==> src/sv/htbd_pkg.sv <==
// Shared constants, types and tables for the code tree builder and decoder.
`timescale 1ns / 1ps
`default_nettype none
package htbd_pkg;

  localparam int NODE_COUNT   = 512;
  localparam int SYMBOL_COUNT = 256;
  localparam int NODE_W       = $clog2(NODE_COUNT);
  localparam int FREE_W       = $clog2(NODE_COUNT + 1);
  localparam int SYM_W        = 8;
  localparam int OP_W         = 2;
  localparam int ST_W         = 2;

  typedef enum logic [OP_W-1:0] {
    OP_BUILD  = 2'd0,
    OP_END    = 2'd1,
    OP_DECODE = 2'd2
  } op_t;

  typedef enum logic [ST_W-1:0] {
    ST_OK      = 2'd0,
    ST_EMIT    = 2'd1,
    ST_MISSING = 2'd2,
    ST_FULL    = 2'd3
  } st_t;

  typedef enum logic [1:0] {
    S_IDLE,
    S_LOOK,
    S_ALLOC,
    S_LEAF
  } state_t;

  // Commands from the controller to the datapath.
  typedef struct packed {
    logic accept;
    logic link;
    logic clear_node;
    logic mark_leaf;
    logic build_step;
    logic leaf_read;
    logic dec_step;
    logic dec_root;
    logic emit;
    st_t  status;
  } cmd_t;

  // Status from the datapath to the controller.
  typedef struct packed {
    logic [OP_W-1:0] op;
    logic            child_zero;
    logic            table_full;
    logic            node_leaf;
    logic            out_free;
  } sts_t;

  typedef logic [255:0][SYM_W-1:0] sym_tab_t;

  // Reduction of an incoming symbol into the alphabet, resolved at elaboration.
  function automatic sym_tab_t build_sym_tab();
    sym_tab_t t;
    for (int i = 0; i < 256; i++) begin
      t[i] = SYM_W'(i % SYMBOL_COUNT);
    end
    return t;
  endfunction

  localparam sym_tab_t SYM_TAB = build_sym_tab();

endpackage
`default_nettype wire

==> src/sv/htbd_ctrl.sv <==
// Controller state machine that sequences each transaction through the node memory.
`timescale 1ns / 1ps
`default_nettype none
module htbd_ctrl (
  input  wire logic          clk,
  input  wire logic          rst_n,
  input  wire logic          in_valid,
  output logic               in_stall,
  input  wire htbd_pkg::sts_t sts,
  output htbd_pkg::cmd_t     cmd
);
  import htbd_pkg::*;

  state_t state_r, state_nxt;

  always_ff @(posedge clk) begin
    if (!rst_n) begin
      state_r <= S_IDLE;
    end else begin
      state_r <= state_nxt;
    end
  end

  always_comb begin
    state_nxt = state_r;
    cmd       = '0;
    cmd.status = ST_OK;
    // Nothing is taken while reset is held.
    in_stall  = (state_r != S_IDLE) || !rst_n;
    unique case (state_r)
      S_IDLE: begin
        if (in_valid && rst_n) begin
          cmd.accept = 1'b1;
          state_nxt  = S_LOOK;
        end
      end
      S_LOOK: begin
        unique case (sts.op)
          OP_BUILD: begin
            if (sts.child_zero && !sts.table_full) begin
              cmd.link  = 1'b1;
              state_nxt = S_ALLOC;
            end else if (sts.out_free) begin
              cmd.emit       = 1'b1;
              cmd.status     = sts.child_zero ? ST_FULL : ST_OK;
              cmd.build_step = !sts.child_zero;
              state_nxt      = S_IDLE;
            end
          end
          OP_END: begin
            if (sts.out_free) begin
              cmd.mark_leaf = 1'b1;
              cmd.emit      = 1'b1;
              state_nxt     = S_IDLE;
            end
          end
          OP_DECODE: begin
            if (!sts.child_zero) begin
              cmd.leaf_read = 1'b1;
              state_nxt     = S_LEAF;
            end else if (sts.out_free) begin
              cmd.dec_root = 1'b1;
              cmd.emit     = 1'b1;
              cmd.status   = ST_MISSING;
              state_nxt    = S_IDLE;
            end
          end
          default: begin
            if (sts.out_free) begin
              cmd.emit  = 1'b1;
              state_nxt = S_IDLE;
            end
          end
        endcase
      end
      S_ALLOC: begin
        if (sts.out_free) begin
          cmd.clear_node = 1'b1;
          cmd.emit       = 1'b1;
          state_nxt      = S_IDLE;
        end
      end
      S_LEAF: begin
        if (sts.out_free) begin
          cmd.emit     = 1'b1;
          cmd.status   = sts.node_leaf ? ST_EMIT : ST_OK;
          cmd.dec_root = sts.node_leaf;
          cmd.dec_step = !sts.node_leaf;
          state_nxt    = S_IDLE;
        end
      end
      default: begin
        state_nxt = S_IDLE;
      end
    endcase
  end

endmodule
`default_nettype wire

==> config.mk <==
export PLATFORM = sky130hd
export DESIGN_NAME = htbd_ctrl
export DESIGN_NICKNAME = d
export VERILOG_FILES = /design/src/sv/htbd_pkg.sv /design/src/sv/htbd_ctrl.sv
export SDC_FILE = /design/constraint.sdc
export NUM_CORES = 1
export LEC_CHECK = 0
export BUFFER_PORTS_ARGS = -buffer_cell sky130_fd_sc_hd__buf_2
export CORE_AREA = 10 10 47 49
export CTS_BUF_LIST = sky130_fd_sc_hd__clkbuf_16
export CTS_CLUSTER_SIZE = 14
export DETAILED_ROUTE_END_ITERATION = 10
export DIE_AREA = 0 0 57 59
export PLACE_DENSITY = 0.56
export SLEW_MARGIN = 20
export SYNTH_ARGS = -nofsm -noshare
export SYNTH_HDL_FRONTEND = slang
export SYNTH_SLANG_ARGS = --single-unit
==> constraint.sdc <==
create_clock -name clk -period 1.25 [get_ports clk]
set_input_delay 0.25 -clock clk [delete_from_list [all_inputs] [get_ports clk]]
set_output_delay 0.25 -clock clk [all_outputs]
set_load 0.005 [all_outputs]
### Word level (Yosys, flattened, before mapping)

Index checks and enable logic that the tools add are counted.

| cells by class | value |
|---|---|
| equal/unequal tests | 6 |
| mux-type cells | 34 |
| reduce and logical (&&, ||, !) cells | 11 |

Operator list:

| cell | number |
|---|---|
| 1-bit 2-to-1 mux | 16 |
| 2-bit one-hot mux with 2 select lines | 3 |
| 2-bit 2-to-1 mux | 5 |
| 3-bit 2-to-1 mux | 3 |
| 4-bit 2-to-1 mux | 2 |
| 2-bit equality test, second input constant | 3 |
| 2-bit one-hot mux with 3 select lines | 1 |
| 5-bit 2-to-1 mux | 1 |
| 2-bit by 1-bit equality test with 1-bit output, second input constant | 2 |
| 1-bit logical NOT | 4 |
| 2-bit logical NOT | 2 |
| 1-bit one-hot mux with 2 select lines | 2 |
| 1-bit one-hot mux with 3 select lines | 1 |
| 1-bit logical AND | 2 |
| 2-bit != test, second input constant | 1 |
| 2-bit nonzero test | 1 |
| 2-bit OR reduction | 1 |
| 1-bit logical OR | 1 |

| storage, ports and cells | value |
|---|---|
| register bits | 2 |
| output and inout bits | 12 |

### Logic depth before layout (Yosys ltp)

| depth | value |
|---|---|
| word-level depth | 5 |
| gate-level depth with buffers | 4 |
| mapped depth without buffers | 3 |

### Least setup slack after synthesis

Ideal clock, no wire load.

| timing path | value |
|---|---|
| kind | flip-flop to output port |
| from | reg state_r[0] |
| to | out cmd[0] (netlist name) |
| data arrival time | 0.897 ns |
| data required time | 1.000 ns |
| slack | 0.103 ns |
| stages on the path, launching flop included | 4 |
| path through | dfxtp_1 and2b_1 nand3b_1 o21ai_0 |

RTL lines:

| item | line | text |
|---|---|---|
| start: declaration | htbd_ctrl.sv:14 | `state_t state_r, state_nxt;` |
| start signal: assignment | htbd_ctrl.sv:20 | `state_r <= state_nxt;` |
| end: declaration | htbd_ctrl.sv:10 | `output htbd_pkg::cmd_t cmd` |

==> impl_metrics.sql <==
INSERT INTO impl_metrics (metric_group, metric, value, unit) VALUES
('status', 'run_status', 'complete, but fails checks', ''),
('status', 'violations', 'setup timing', ''),
('power', 'sequential_group_share_of_total_power', '0.104', ''),
('logic_synthesis', 'synthesis.area', '255', 'sq um'),
('floorplan', 'rows', '14', ''),
('run', 'maximum_capacitance_violations', '0', ''),
('critical_path', 'type_of_destination_of_the_critical_path', 'output port', ''),
('final_layout', 'nNetsFinal', '81', ''),
('placed_design', 'routability_congestion_estimate', '0.690', ''),
('sta', 'final_worst_path_cycle_share', '1.15', ''),
('floorplan', 'floorplan.initialDensity', '0.182', ''),
('power', 'leakage_power_of_the_design', '0.000295', 'uW'),
('logic_synthesis', 'synth_nets', '47', ''),
('sta', 'fin_tns_setup', '-1110', 'ps'),
('floorplan', 'core_ar', '1400', 'sq um'),
('power', 'post-layout-total-power', '686', 'uW'),
('sta', 'grt_setup_unrepaired', 'yes', ''),
('logic_synthesis', 'synth_flop_cell', 'dfxtp_1', ''),
('final_layout', 'syn2layout_area_growth', '125', '%'),
('route', 'routed_via_density', '4.73', ''),
('grt', 'first_global_vias', '424', ''),
('critical_path', 'reg2reg_slack', '-10', 'ps'),
('sta', 'timing.final.hold_violations', '0', ''),
('logic_synthesis', 'yosysSeqAreaShare', '0.157', ''),
('critical_path', 'setup.worst_path.start_class', 'register', ''),
('sta', 'maxSlewViolCount', '0', ''),
('logic_synthesis', 'postSynthRegisterBits', '2', ''),
('logic_synthesis', 'post-synth-top-area-fraction', '0.157', ''),
('sta', 'min_period', '1440', 'ps'),
('final_layout', 'fin_area', '576', 'sq um'),
('floorplan', 'fp.dieW', '57', 'um'),
('floorplan', 'die-area', '3360', 'sq um'),
('critical_path', 'worstRegToRegCells', '5', ''),
('cts', 'clock_tree.buffer_depth', '2', ''),
('final_layout', 'largest_reg_flops', '2', ''),
('hold_path', 'hold_class', 'in2reg', ''),
('power', 'share_of_power_burned_in_combinational_logic', '0.196', ''),
('hold_path', 'min_to', 'state_r[1]$_SDFFE_PN0P_', ''),
('floorplan', 'die_h', '59', 'um'),
('critical_path', 'timing.critical_path.required', '1000', 'ps'),
('cts', 'clock_transition_at_the_register_clock_pins_on_the_worst_setup_and_hold_paths_after_cts', '30', 'ps'),
('sta', 'maxSlewHeadroom', '0.880', ''),
('cts', 'clock_latency_at_the_later_pin_of_the_worst_skew_pair', '220', 'ps'),
('logic_synthesis', 'synth_area_leaders', 'dfxtp_1, o21ai_0, and3_1, nand2_1, a22o_1', ''),
('final_layout', 'top_regs', 'state_r: 2 flops', ''),
('power', 'swShare', '0.197', ''),
('route', 'routed_wirelength', '1.07', 'mm'),
('power', 'power.switching', '135', 'uW'),
('power', 'pwr_density_cell', '1190', 'nW/um^2'),
('sta', 'setup_violations', '11', ''),
('final_layout', 'area.sequential', '41.3', 'sq um'),
('floorplan', 'io_pins', '21', ''),
('cts', 'clock_buffer_count_from_cts', '3', ''),
('final_layout', 'antenna_cells_inserted', '0', ''),
('cts', 'postCtsHoldBufs', '0', ''),
('placed_design', 'placement.setup.worst_slack', '-124', 'ps'),
('sta', 'tightest_slew', '180', 'ps'),
('grt', 'remaining_overflow_grt', '0', ''),
('route', 'post-route-drc-count', '0', ''),
('logic_synthesis', 'average_size_of_a_mapped_cell', '6.72', 'sq um'),
('power', 'clockPowerShare', '0.701', ''),
('logic_synthesis', 'yosysTopAreaCell', 'dfxtp_1', ''),
('grt', 'antenna_found_initial', '0', ''),
('cts', 'cts_tree', 'built', ''),
('critical_path', 'crit_type', 'reg2out', ''),
('critical_path', 'worstSetupStartpoint', 'state_r[1]$_SDFFE_PN0P_', ''),
('grt', 'groute.usage.overall', '0.0668', ''),
('sta', 'least_setup_slack_across_all_paths_after_layout', '-193', 'ps'),
('sta', 'clock_skew', '0.164', 'ps'),
('cts', 'tritoncts_num_sinks', '2', ''),
('logic_synthesis', 'synth_cell_type_count', '22', '');
-- cell usage in the layout (no fill, tap or decap), types with 2 or more instances in the layout --
master	netlist	layout
o21ai_1	0	3
and2b_2	1	2
nor2_1	4	3
buf_2	1	18
buf_4	0	8
buf_6	0	4
nand2_1	5	4
clkbuf_16	0	3
nor3_2	0	2
a22o_1	2	2
and3_1	3	3
-- layout make-up --
cell class                      count  area share
Timing Repair Buffer               30       0.339
Sequential cell                     2      0.0717
Multi-Input combinational cell     35       0.424
Tap cell                           16      0.0348
Clock buffer                        3       0.130
-- through the flow --
step,util,std cells,hold WS [ps]
floorplan,-,38,383
global placement,0.307,81,537
detailed placement,0.307,81,546
CTS,0.388,85,319
global route,0.411,86,345
finish,0.411,86,318
-- power groups by stage --
stage                     Sequential (uW)  Combinational (uW)  Clock [uW]
after floorplan                      73.2                44.4           0
after global placement               70.6                 107           0
after detailed placement             70.6                 107           0
after CTS                            69.8                 121         489
after global routing                 71.7                 147         504
final                                71.2                 134         481
-- worst max-delay path, cell delays in order, from the launching register on --
cell,delay [ps]
dfxtp_1,290
and2b_2,230
buf_4,120
nand2b_4,50
nor3_2,140
buf_2,130
-- cells by family (layout without fill, tap and decap cells) --
| logic type | Yosys count | count (layout) | share of synthesized area |
|---|---|---|---|
| buf+inv | 1 | 33 | 0.0196 |
| simple gates | 26 | 26 | 0.583 |
| compound gates | 9 | 9 | 0.240 |
| flops | 2 | 2 | 0.157 |
-- how the worst max path moves through the flow --
stage | end | slack, ps | cells past startpoint
after floorplan | cmd[0] | 100 | 3
after global placement | cmd[2] | -120 | 5
after detailed placement | cmd[2] | -120 | 5
after CTS | cmd[9] | -190 | 4
after global routing | cmd[0] | -270 | 4
final | cmd[6] | -190 | 5
-- layer usage --
layer  up-vias  wire (um)  global-route usage
met1       193        400              0.0518
met2        10        618               0.126
li1        202          -                   -
met4         0         19              0.0503
met3         2         28              0.0322
met5         -          0                   0
-- timing repair --
item,4_1_cts,5_1_grt
pin swaps,7,3
resized for setup,11,5
setup endpoints to repair,11,10
buffers inserted,1,1
Power figures use the tool's default switching activity.
